**src/hdl/ebc_pkg.sv**
```systemverilog
// Shared types, constants and helper functions for the Erlang-B/C probability core.
// No dependencies; used by every other file of the block.
`timescale 1ns / 1ps

package ebc_pkg;

    localparam int MAX_SERVERS_DEF = 255;
    localparam int PROB_FRAC_BITS  = 16;
    localparam int FRAC_BITS       = 30;               // internal Q1.30
    localparam int DW              = 48;               // divider width
    localparam int PW              = PROB_FRAC_BITS + 1;
    localparam int RND_SH          = FRAC_BITS - PROB_FRAC_BITS;
    localparam logic [5:0] STEPS_INT  = 6'd48;
    localparam logic [5:0] STEPS_FRAC = 6'd30;
    localparam logic [30:0] ONE_Q30   = 31'(1) << FRAC_BITS;

    typedef enum logic [1:0] {
        DS_LOAD,    // a   = (lambda << 16) / mu
        DS_BSTEP,   // B   = t * 2^30 / (k * 2^30 + t)
        DS_RHO,     // rho = (a << 14) / c
        DS_ERLC     // C   = B * 2^30 / d
    } t_div_sel;

    typedef struct packed {
        logic     load;
        logic     div_start;
        t_div_sel div_sel;
        logic     take_a;
        logic     loop_init;
        logic     take_b;
        logic     take_rho;
        logic     take_qc;
        logic     mul_start;
        logic     mul_rho;
        logic     qc_one;
        logic     fin;
    } t_cmd;

    typedef struct packed {
        logic mu_zero;
        logic div_done;
        logic loop_done;
        logic queue_ok;
        logic b_ge_d;
    } t_stat;

    // Q1.30 -> Q1.PROB_FRAC_BITS, round half up
    function automatic logic [PW-1:0] to_out(input logic [30:0] x);
        logic [31:0] v;
        v = {1'b0, x};
        if (RND_SH > 0) begin
            v = (v + (32'(1) << (RND_SH - 1))) >> RND_SH;
        end
        return v[PW-1:0];
    endfunction

endpackage

```
**src/hdl/ebc_div.sv**
```systemverilog
// Restoring serial divider, one quotient bit per cycle.
// Depends on ebc_pkg for widths.
`timescale 1ns / 1ps

module ebc_div (
    input  logic                   i_clk,
    input  logic                   i_rst_n,
    input  logic                   i_start,
    input  logic [ebc_pkg::DW-1:0] i_rem,    // initial partial remainder
    input  logic [ebc_pkg::DW-1:0] i_num,    // bits shifted in, MSB first
    input  logic [ebc_pkg::DW-1:0] i_den,
    input  logic [5:0]             i_steps,
    output logic                   o_done,
    output logic [ebc_pkg::DW-1:0] o_quot
);

    logic [ebc_pkg::DW-1:0] r_rem, n_rem, r_num, r_den, r_q;
    logic [5:0]             r_cnt;
    logic                   r_busy, r_done;
    logic [ebc_pkg::DW:0]   sh;
    logic                   ge;

    always_comb begin
        sh    = {r_rem, r_num[ebc_pkg::DW-1]};
        ge    = sh >= {1'b0, r_den};
        n_rem = ge ? ebc_pkg::DW'(sh - {1'b0, r_den}) : sh[ebc_pkg::DW-1:0];
    end

    always_ff @(posedge i_clk) begin
        if (!i_rst_n) begin
            r_busy <= 1'b0;
            r_done <= 1'b0;
            r_cnt  <= '0;
        end else if (i_start) begin
            r_busy <= 1'b1;
            r_done <= 1'b0;
            r_cnt  <= i_steps;
        end else if (r_busy) begin
            r_cnt <= r_cnt - 6'd1;
            if (r_cnt == 6'd1) begin
                r_busy <= 1'b0;
                r_done <= 1'b1;
            end
        end
    end

    always_ff @(posedge i_clk) begin
        if (i_start) begin
            r_rem <= i_rem;
            r_num <= i_num;
            r_den <= i_den;
            r_q   <= '0;
        end else if (r_busy) begin
            r_rem <= n_rem;
            r_num <= {r_num[ebc_pkg::DW-2:0], 1'b0};
            r_q   <= {r_q[ebc_pkg::DW-2:0], ge};
        end
    end

    assign o_done = r_done;
    assign o_quot = r_q;

endmodule

```
**src/hdl/ebc_datapath.sv**
```systemverilog
// Datapath: operand registers, shared multiplier, serial divider and result register.
// Depends on ebc_pkg and ebc_div; driven by ebc_ctrl commands.
`timescale 1ns / 1ps

module ebc_datapath #(
    parameter int MAX_SERVERS = ebc_pkg::MAX_SERVERS_DEF
) (
    input  logic                   i_clk,
    input  logic                   i_rst_n,
    input  ebc_pkg::t_cmd          i_cmd,
    output ebc_pkg::t_stat         o_stat,
    input  logic [31:0]            i_lambda,
    input  logic [31:0]            i_mu,
    input  logic [7:0]             i_c,
    output logic [ebc_pkg::PW-1:0] o_block_prob,
    output logic [ebc_pkg::PW-1:0] o_queue_prob,
    output logic                   o_overloaded,
    output logic                   o_rate_error
);

    localparam int KW = $clog2(MAX_SERVERS + 1);
    localparam int DW = ebc_pkg::DW;

    logic [31:0]  r_lambda, r_mu, r_a;
    logic [KW-1:0] r_c, c_eff;
    logic [KW:0]   r_k;
    logic [30:0]  r_b, r_qc, d;
    logic [29:0]  r_rho;
    logic [62:0]  r_prod;
    logic [31:0]  mul_op;
    logic [46:0]  t;
    logic         queue_ok, mu_zero;
    logic [DW-1:0] div_rem, div_num, div_den, quot;
    logic [5:0]   div_steps;
    logic         div_done;
    logic [ebc_pkg::PW-1:0] r_blk, r_qp;
    logic         r_ovl, r_err;

    assign c_eff = (32'(i_c) > 32'(MAX_SERVERS)) ? KW'(MAX_SERVERS) : KW'(i_c);
    assign mu_zero  = (r_mu == 32'd0);
    assign queue_ok = (r_c != '0) && (DW'(r_a) < (DW'(r_c) << 16));
    assign t        = r_prod[62:16];
    // d = 1 - rho + rho*B, never above 1.0
    assign d        = 31'(ebc_pkg::ONE_Q30 - 31'(r_rho) + 31'(r_prod[60:30]));
    assign mul_op   = i_cmd.mul_rho ? {2'b0, r_rho} : r_a;

    always_comb begin
        div_rem   = '0;
        div_num   = '0;
        div_den   = '0;
        div_steps = ebc_pkg::STEPS_INT;
        unique case (i_cmd.div_sel)
            ebc_pkg::DS_LOAD: begin
                div_num = {r_lambda, 16'b0};
                div_den = DW'(r_mu);
            end
            ebc_pkg::DS_BSTEP: begin
                div_rem   = DW'(t);
                div_den   = (DW'(r_k) << ebc_pkg::FRAC_BITS) + DW'(t);
                div_steps = ebc_pkg::STEPS_FRAC;
            end
            ebc_pkg::DS_RHO: begin
                div_num = {2'b0, r_a, 14'b0};
                div_den = DW'(r_c);
            end
            ebc_pkg::DS_ERLC: begin
                div_rem   = DW'(r_b);
                div_den   = DW'(d);
                div_steps = ebc_pkg::STEPS_FRAC;
            end
            default: ;
        endcase
    end

    ebc_div u_div (
        .i_clk   (i_clk),
        .i_rst_n (i_rst_n),
        .i_start (i_cmd.div_start),
        .i_rem   (div_rem),
        .i_num   (div_num),
        .i_den   (div_den),
        .i_steps (div_steps),
        .o_done  (div_done),
        .o_quot  (quot)
    );

    always_ff @(posedge i_clk) begin
        if (i_cmd.load) begin
            r_lambda <= i_lambda;
            r_mu     <= i_mu;
            r_c      <= c_eff;
        end
        if (i_cmd.take_a) begin
            r_a <= (quot[DW-1:32] != '0) ? 32'hFFFF_FFFF : quot[31:0];
        end
        if (i_cmd.loop_init) begin
            r_b <= ebc_pkg::ONE_Q30;
            r_k <= (KW+1)'(1);
        end else if (i_cmd.take_b) begin
            r_b <= quot[30:0];
            r_k <= r_k + (KW+1)'(1);
        end
        if (i_cmd.take_rho) r_rho <= quot[29:0];
        if (i_cmd.qc_one) begin
            r_qc <= ebc_pkg::ONE_Q30;
        end else if (i_cmd.take_qc) begin
            r_qc <= quot[30:0];
        end
        if (i_cmd.mul_start) r_prod <= mul_op * r_b;
        if (i_cmd.fin) begin
            r_err <= mu_zero;
            r_ovl <= !mu_zero && !queue_ok;
            r_blk <= ebc_pkg::to_out(mu_zero ? ebc_pkg::ONE_Q30 : r_b);
            r_qp  <= ebc_pkg::to_out((mu_zero || !queue_ok) ? ebc_pkg::ONE_Q30 : r_qc);
        end
    end

    assign o_stat.mu_zero   = mu_zero;
    assign o_stat.div_done  = div_done;
    assign o_stat.loop_done = r_k > {1'b0, r_c};
    assign o_stat.queue_ok  = queue_ok;
    assign o_stat.b_ge_d    = r_b >= d;

    assign o_block_prob = r_blk;
    assign o_queue_prob = r_qp;
    assign o_overloaded = r_ovl;
    assign o_rate_error = r_err;

endmodule

```
**src/hdl/ebc_ctrl.sv**
```systemverilog
// Sequencer for the Erlang-B/C core: load, recursion loop, Erlang-C, output handshake.
// Depends on ebc_pkg; commands ebc_datapath.
`timescale 1ns / 1ps

module ebc_ctrl (
    input  logic           i_clk,
    input  logic           i_rst_n,
    input  logic           i_s_tvalid,
    output logic           o_s_tready,
    output logic           o_m_tvalid,
    input  logic           i_m_tready,
    input  ebc_pkg::t_stat i_stat,
    output ebc_pkg::t_cmd  o_cmd
);

    typedef enum logic [13:0] {
        S_IDLE   = 14'b00000000000001,
        S_DIVA_S = 14'b00000000000010,
        S_DIVA_W = 14'b00000000000100,
        S_CHECK  = 14'b00000000001000,
        S_MUL    = 14'b00000000010000,
        S_FD_S   = 14'b00000000100000,
        S_FD_W   = 14'b00000001000000,
        S_POST   = 14'b00000010000000,
        S_RHO_S  = 14'b00000100000000,
        S_RHO_W  = 14'b00001000000000,
        S_CMUL   = 14'b00010000000000,
        S_CD_S   = 14'b00100000000000,
        S_CD_W   = 14'b01000000000000,
        S_DONE   = 14'b10000000000000
    } t_state;

    t_state r_state, n_state;
    logic   r_m_valid, n_m_valid;

    always_comb begin
        n_state   = r_state;
        n_m_valid = r_m_valid && !i_m_tready;
        o_cmd     = '0;
        o_cmd.div_sel = ebc_pkg::DS_LOAD;
        unique case (r_state)
            S_IDLE: begin
                if (i_s_tvalid) begin
                    o_cmd.load = 1'b1;
                    n_state    = S_DIVA_S;
                end
            end
            S_DIVA_S: begin
                if (i_stat.mu_zero) begin
                    n_state = S_DONE;
                end else begin
                    o_cmd.div_start = 1'b1;
                    n_state         = S_DIVA_W;
                end
            end
            S_DIVA_W: begin
                if (i_stat.div_done) begin
                    o_cmd.take_a    = 1'b1;
                    o_cmd.loop_init = 1'b1;
                    n_state         = S_CHECK;
                end
            end
            S_CHECK: begin
                n_state = i_stat.loop_done ? S_POST : S_MUL;
            end
            S_MUL: begin
                o_cmd.mul_start = 1'b1;
                n_state         = S_FD_S;
            end
            S_FD_S: begin
                o_cmd.div_sel   = ebc_pkg::DS_BSTEP;
                o_cmd.div_start = 1'b1;
                n_state         = S_FD_W;
            end
            S_FD_W: begin
                if (i_stat.div_done) begin
                    o_cmd.take_b = 1'b1;
                    n_state      = S_CHECK;
                end
            end
            S_POST: begin
                n_state = i_stat.queue_ok ? S_RHO_S : S_DONE;
            end
            S_RHO_S: begin
                o_cmd.div_sel   = ebc_pkg::DS_RHO;
                o_cmd.div_start = 1'b1;
                n_state         = S_RHO_W;
            end
            S_RHO_W: begin
                if (i_stat.div_done) begin
                    o_cmd.take_rho = 1'b1;
                    n_state        = S_CMUL;
                end
            end
            S_CMUL: begin
                o_cmd.mul_start = 1'b1;
                o_cmd.mul_rho   = 1'b1;
                n_state         = S_CD_S;
            end
            S_CD_S: begin
                if (i_stat.b_ge_d) begin
                    o_cmd.qc_one = 1'b1;
                    n_state      = S_DONE;
                end else begin
                    o_cmd.div_sel   = ebc_pkg::DS_ERLC;
                    o_cmd.div_start = 1'b1;
                    n_state         = S_CD_W;
                end
            end
            S_CD_W: begin
                if (i_stat.div_done) begin
                    o_cmd.take_qc = 1'b1;
                    n_state       = S_DONE;
                end
            end
            S_DONE: begin
                // result register free or being emptied this cycle
                if (!r_m_valid || i_m_tready) begin
                    o_cmd.fin = 1'b1;
                    n_m_valid = 1'b1;
                    n_state   = S_IDLE;
                end
            end
            default: n_state = S_IDLE;
        endcase
    end

    always_ff @(posedge i_clk) begin
        if (!i_rst_n) begin
            r_state   <= S_IDLE;
            r_m_valid <= 1'b0;
        end else begin
            r_state   <= n_state;
            r_m_valid <= n_m_valid;
        end
    end

    assign o_s_tready = (r_state == S_IDLE);
    assign o_m_tvalid = r_m_valid;

endmodule

```
**src/hdl/erlang_b_c_probability_core.sv**
```systemverilog
// Top level of the Erlang-B/C probability core.
// Depends on ebc_pkg, ebc_ctrl and ebc_datapath.
`timescale 1ns / 1ps

// Takes lambda and mu (unsigned Q16.16) and a server count c per item and
// returns one result: Erlang-B blocking probability and Erlang-C queueing
// probability in Q1.16 (65536 = 1.0), plus overloaded (a >= c) and
// rate_error (mu == 0, both probabilities forced to 1.0). Server counts above
// MAX_SERVERS are clamped. One item is worked at a time: the load division
// a = lambda/mu, then c recursion steps (each a multiply plus a serial divide),
// then rho and Erlang-C when a < c, all on the single shared serial divider.
// A new item is taken as soon as the previous one has moved to the output
// register, even while that result still waits for i_m_axis_tready.

module erlang_b_c_probability_core #(
    parameter int MAX_SERVERS = ebc_pkg::MAX_SERVERS_DEF
) (
    input  logic        i_clk,
    input  logic        i_rst_n,
    input  logic        i_s_axis_tvalid,
    output logic        o_s_axis_tready,
    // [31:0] arrival_rate, [63:32] service_rate, [71:64] server_count
    input  logic [71:0] i_s_axis_tdata,
    output logic        o_m_axis_tvalid,
    input  logic        i_m_axis_tready,
    // [16:0] block_prob, [33:17] queue_prob, [34] overloaded, [35] rate_error,
    // [39:36] zero
    output logic [39:0] o_m_axis_tdata
);

    ebc_pkg::t_cmd  cmd;
    ebc_pkg::t_stat stat;
    logic [ebc_pkg::PW-1:0] block_prob, queue_prob;
    logic overloaded, rate_error;

    ebc_ctrl u_ctrl (
        .i_clk      (i_clk),
        .i_rst_n    (i_rst_n),
        .i_s_tvalid (i_s_axis_tvalid),
        .o_s_tready (o_s_axis_tready),
        .o_m_tvalid (o_m_axis_tvalid),
        .i_m_tready (i_m_axis_tready),
        .i_stat     (stat),
        .o_cmd      (cmd)
    );

    ebc_datapath #(
        .MAX_SERVERS (MAX_SERVERS)
    ) u_dp (
        .i_clk        (i_clk),
        .i_rst_n      (i_rst_n),
        .i_cmd        (cmd),
        .o_stat       (stat),
        .i_lambda     (i_s_axis_tdata[31:0]),
        .i_mu         (i_s_axis_tdata[63:32]),
        .i_c          (i_s_axis_tdata[71:64]),
        .o_block_prob (block_prob),
        .o_queue_prob (queue_prob),
        .o_overloaded (overloaded),
        .o_rate_error (rate_error)
    );

    assign o_m_axis_tdata = {4'b0, rate_error, overloaded, queue_prob, block_prob};

endmodule
```
**config.mk**
```make
export PLATFORM = sky130hd
export DESIGN_NAME = erlang_b_c_probability_core
export DESIGN_NICKNAME = d
export VERILOG_FILES = /design/src/hdl/ebc_pkg.sv /design/src/hdl/ebc_div.sv /design/src/hdl/ebc_datapath.sv /design/src/hdl/ebc_ctrl.sv /design/src/hdl/erlang_b_c_probability_core.sv
export SDC_FILE = /design/constraint.sdc
export NUM_CORES = 2
export LEC_CHECK = 0
export BUFFER_PORTS_ARGS = -buffer_cell sky130_fd_sc_hd__buf_4
export CAP_MARGIN = 10
export CELL_PAD_IN_SITES_DETAIL_PLACEMENT = 1
export CELL_PAD_IN_SITES_GLOBAL_PLACEMENT = 1
export CORE_ASPECT_RATIO = 0.8
export CORE_MARGIN = 4
export CORE_UTILIZATION = 35
export CTS_CLUSTER_SIZE = 40
export DETAILED_ROUTE_END_ITERATION = 12
export PLACE_DENSITY_LB_ADDON = 0.1
export SLEW_MARGIN = 30
export SYNTH_ARGS = -nofsm -noshare
export SYNTH_HDL_FRONTEND = slang
export SYNTH_SLANG_ARGS = --single-unit
```
**constraint.sdc**
```tcl
create_clock -name i_clk -period 14.29 [get_ports i_clk]
set_input_delay 0.7145 -clock i_clk [delete_from_list [all_inputs] [get_ports i_clk]]
set_output_delay 0.7145 -clock i_clk [all_outputs]
set_load 0.02 [all_outputs]
```
==> results.json <==
{
  "vias": 43300,
  "die_h_um": 370,
  "critPathRequiredTime_ns": 14.66,
  "finalCritPeriodShare": 0.706,
  "p_total_mw": 3.23,
  "htreeDepth": 2,
  "postCtsHoldBufs": 0,
  "wl_per_cell_um": 25.8,
  "crit_slowest_cell": "buf_4",
  "hold_violations": 0,
  "peakVddDrop_mv": 0.0911,
  "use_met3": 0.0287,
  "path_class": "flip-flop to flip-flop",
  "die_area_um2": 170000,
  "drt_wl_total_um": 211000,
  "setup_ws_ns": 4.21,
  "met1_usage": 0.387,
  "p_leak_nw": 29.2,
  "path_common_cell": "fa_1",
  "rows": 132,
  "clockRootBuffer": "clkbuf_16",
  "ys_top_cells_by_area": "fa_1 30%, edfxtp_1 18%, ha_1 9.2%, inv_1 6.5%, and2_1 5.6%",
  "slew_headroom": 0.321,
  "crit_arrival_ns": 10.45,
  "dpl_cell_area_um2": 60600,
  "path_clk_slew_ns": 0.07,
  "period_minus_slack_ns": 10.08,
  "drtPass1Iterations": 6,
  "netlist.area_leader.share": 0.303,
  "core_area_um2": 162000,
  "synth_edf_count": 347,
  "grt_overflow": 0,
  "syn_to_final_growth_pct": 8.65,
  "slew_viol_final": 0,
  "maxCapViolCount": 0,
  "rsz0062_at_grt": "no",
  "synth.avg_cell_area_um2": 9.44,
  "ff2ff_setup_slack_ns": 4.21,
  "insertion_delay_ns": 0.67,
  "yosysSeqAreaShare": 0.227,
  "final_common_cell": "inv_1",
  "tritoncts.num_buffers": 49,
  "dp_cells": 8088,
  "drt_iter0_markers": 3239,
  "cts_resized": 0,
  "status": "finished clean",
  "stdcell_area_um2": 62300,
  "finalSetupViolations": 0,
  "synth-async-reset-ratio": 0,
  "post_synth_inst_count": 6068,
  "synth_top_flop_cell": "edfxtp_1",
  "yosysTopAreaCell": "fa_1",
  "drc_errors": 0,
  "power_density_nw_per_um2": 51.8,
  "grt_pass1_vias": 46400,
  "use_met2": 0.380,
  "ys_ff_latch": 476,
  "busiest_layer": "met1",
  "clkSinkCount": 476,
  "worst_slew_pin_slew_ns": 1.02,
  "die_w_um": 460,
  "fin_cells": 8185,
  "yosysUniqueCellTypes": 83,
  "place_hpwl_um": 160000,
  "hp-class": "primary input to flip-flop",
  "fmax_ghz": 0.0992,
  "nets": 7359,
  "crit_path_end_kind": "flip-flop",
  "grtUsageTotal": 0.250,
  "drive_above_1_share": 0.0688,
  "io_buffers": 113,
  "drtAntennaViolNets": 0,
  "cts_buffer_depth": 3,
  "pin_count": 118,
  "yosys_warnings": 0,
  "start_kind": "flip-flop",
  "critical_path.max_fanout": 52,
  "grt_pass1_wl_um": 316000,
  "skew_ns": 0.0583,
  "critPathMaxStageDelay_ns": 0.63,
  "whs_ns": 0.225,
  "antenna_found_initial": 14,
  "routabilityCongestion": 0.878,
  "start_util": 0.353,
  "syn_area_um2": 57300,
  "grt_max_degree": 63,
  "via_per_inst": 5.29,
  "finalSetupTns_ns": 0,
  "cts_tree": "done",
  "post-route-util": 0.384,
  "post-cts-setup-buffers": 0,
  "final_cell_mix": "998 x inv_1, 868 x fa_1, 783 x nand2_1, 509 x and2_1, 420 x ha_1",
  "post-place-ws_ns": 4.32
}
[flip-flops by register name, summed over array words and instances, names as in the netlist, 6 cells and up]
| signal | flops |
|---|---|
| u_dp.o_block_prob | 17 |
| u_ctrl.r_state | 14 |
| u_dp.u_div.r_num | 34 |
| u_dp.u_div.r_den | 48 |
| u_dp.r_c | 8 |
| u_dp.r_lambda | 32 |
| u_dp.u_div.r_cnt | 6 |
| u_dp.r_k | 9 |
| u_dp.r_a | 32 |
| u_dp.r_rho | 30 |
| u_dp.o_queue_prob | 17 |
| u_dp.u_div.r_rem | 48 |
| u_dp.r_b | 31 |
| u_dp.r_prod | 47 |
| u_dp.r_qc | 18 |
| u_dp.r_mu | 32 |
| u_dp.u_div.o_quot | 48 |
[worst paths after layout]
| kind | start | endpoint | cells past startpoint |
|---|---|---|---|
| worst max-delay path | u_ctrl.r_state[9]$_SDFFE_PN0P_ | u_dp.r_prod[55]$_DFFE_PP_ | 30 |
| worst min-delay path | i_s_axis_tdata[27] | u_dp.r_lambda[27]$_DFFE_PP_ | 1 |
| worst max register to register | u_ctrl.r_state[9]$_SDFFE_PN0P_ | u_dp.r_prod[55]$_DFFE_PP_ | 30 |
| worst min register to register | u_dp.r_b[1]$_SDFFE_PP0P_ | u_dp.r_b[1]$_SDFFE_PP0P_ | 2 |
[critical path: cells and delay by family, from the launching register on]
family                     cells  cell delay (ns)
AOI/OAI and AO/OA              9             2.33
and+or+nand+nor                5             0.66
DFF                            1             0.46
adders and majority gates      9             4.21
xor gates and xnor gates       1             0.14
buffers and inverters          6             1.88
[where the power goes]
group	internal, mW	total (mW)	switching, mW
combinational	0.0993	0.254	0.155
clock	0.764	1.41	0.642
sequential	1.53	1.57	0.0346
total	2.40	3.23	0.831
[metal layers]
metal,wire [um],vias up
met5,0,-
met4,3510,0
met3,11500,167
met2,91200,1018
met1,105000,22900
li1,-,19200
[area by class of cell]
cell class                      instances  area, um^2
Clock inverter                         28         353
Sequential cell                       476       13000
Timing Repair Buffer                  210        1620
Inverter                              999        3750
Multi-Input combinational cell       4259       39500
Tap cell                             2144        2680
Fill cell                           18300      100000
Antenna cell                            6        15.0
Clock buffer                           63        1340
[logic make-up after synthesis]
| logic type | synth area share |
|---|---|
| AO/OA/AOI/OAI | 0.0929 |
| XOR/XNOR | 0.0255 |
| adder cells (fa/ha/maj) | 0.395 |
| buffers and inverters | 0.0882 |
| flip-flops | 0.227 |
| multiplexers | 0.0110 |
| other | 0.0000654 |
| AND/OR/NAND/NOR | 0.161 |
[cell usage after synthesis (all sizes together), types with 59 or more instances]
| library cell | n |
|---|---|
| a21oi | 294 |
| and3 | 68 |
| dfxtp | 129 |
| o21ai | 205 |
| fa | 868 |
| clkbuf | 313 |
| ha | 420 |
| nand3 | 59 |
| nor2 | 248 |
| nand2 | 783 |
| mux2i | 63 |
| edfxtp | 347 |
| a21o | 77 |
| and2 | 511 |
| xnor2 | 92 |
| inv | 999 |
| xor2 | 75 |
Power figures use the tool's default switching activity.
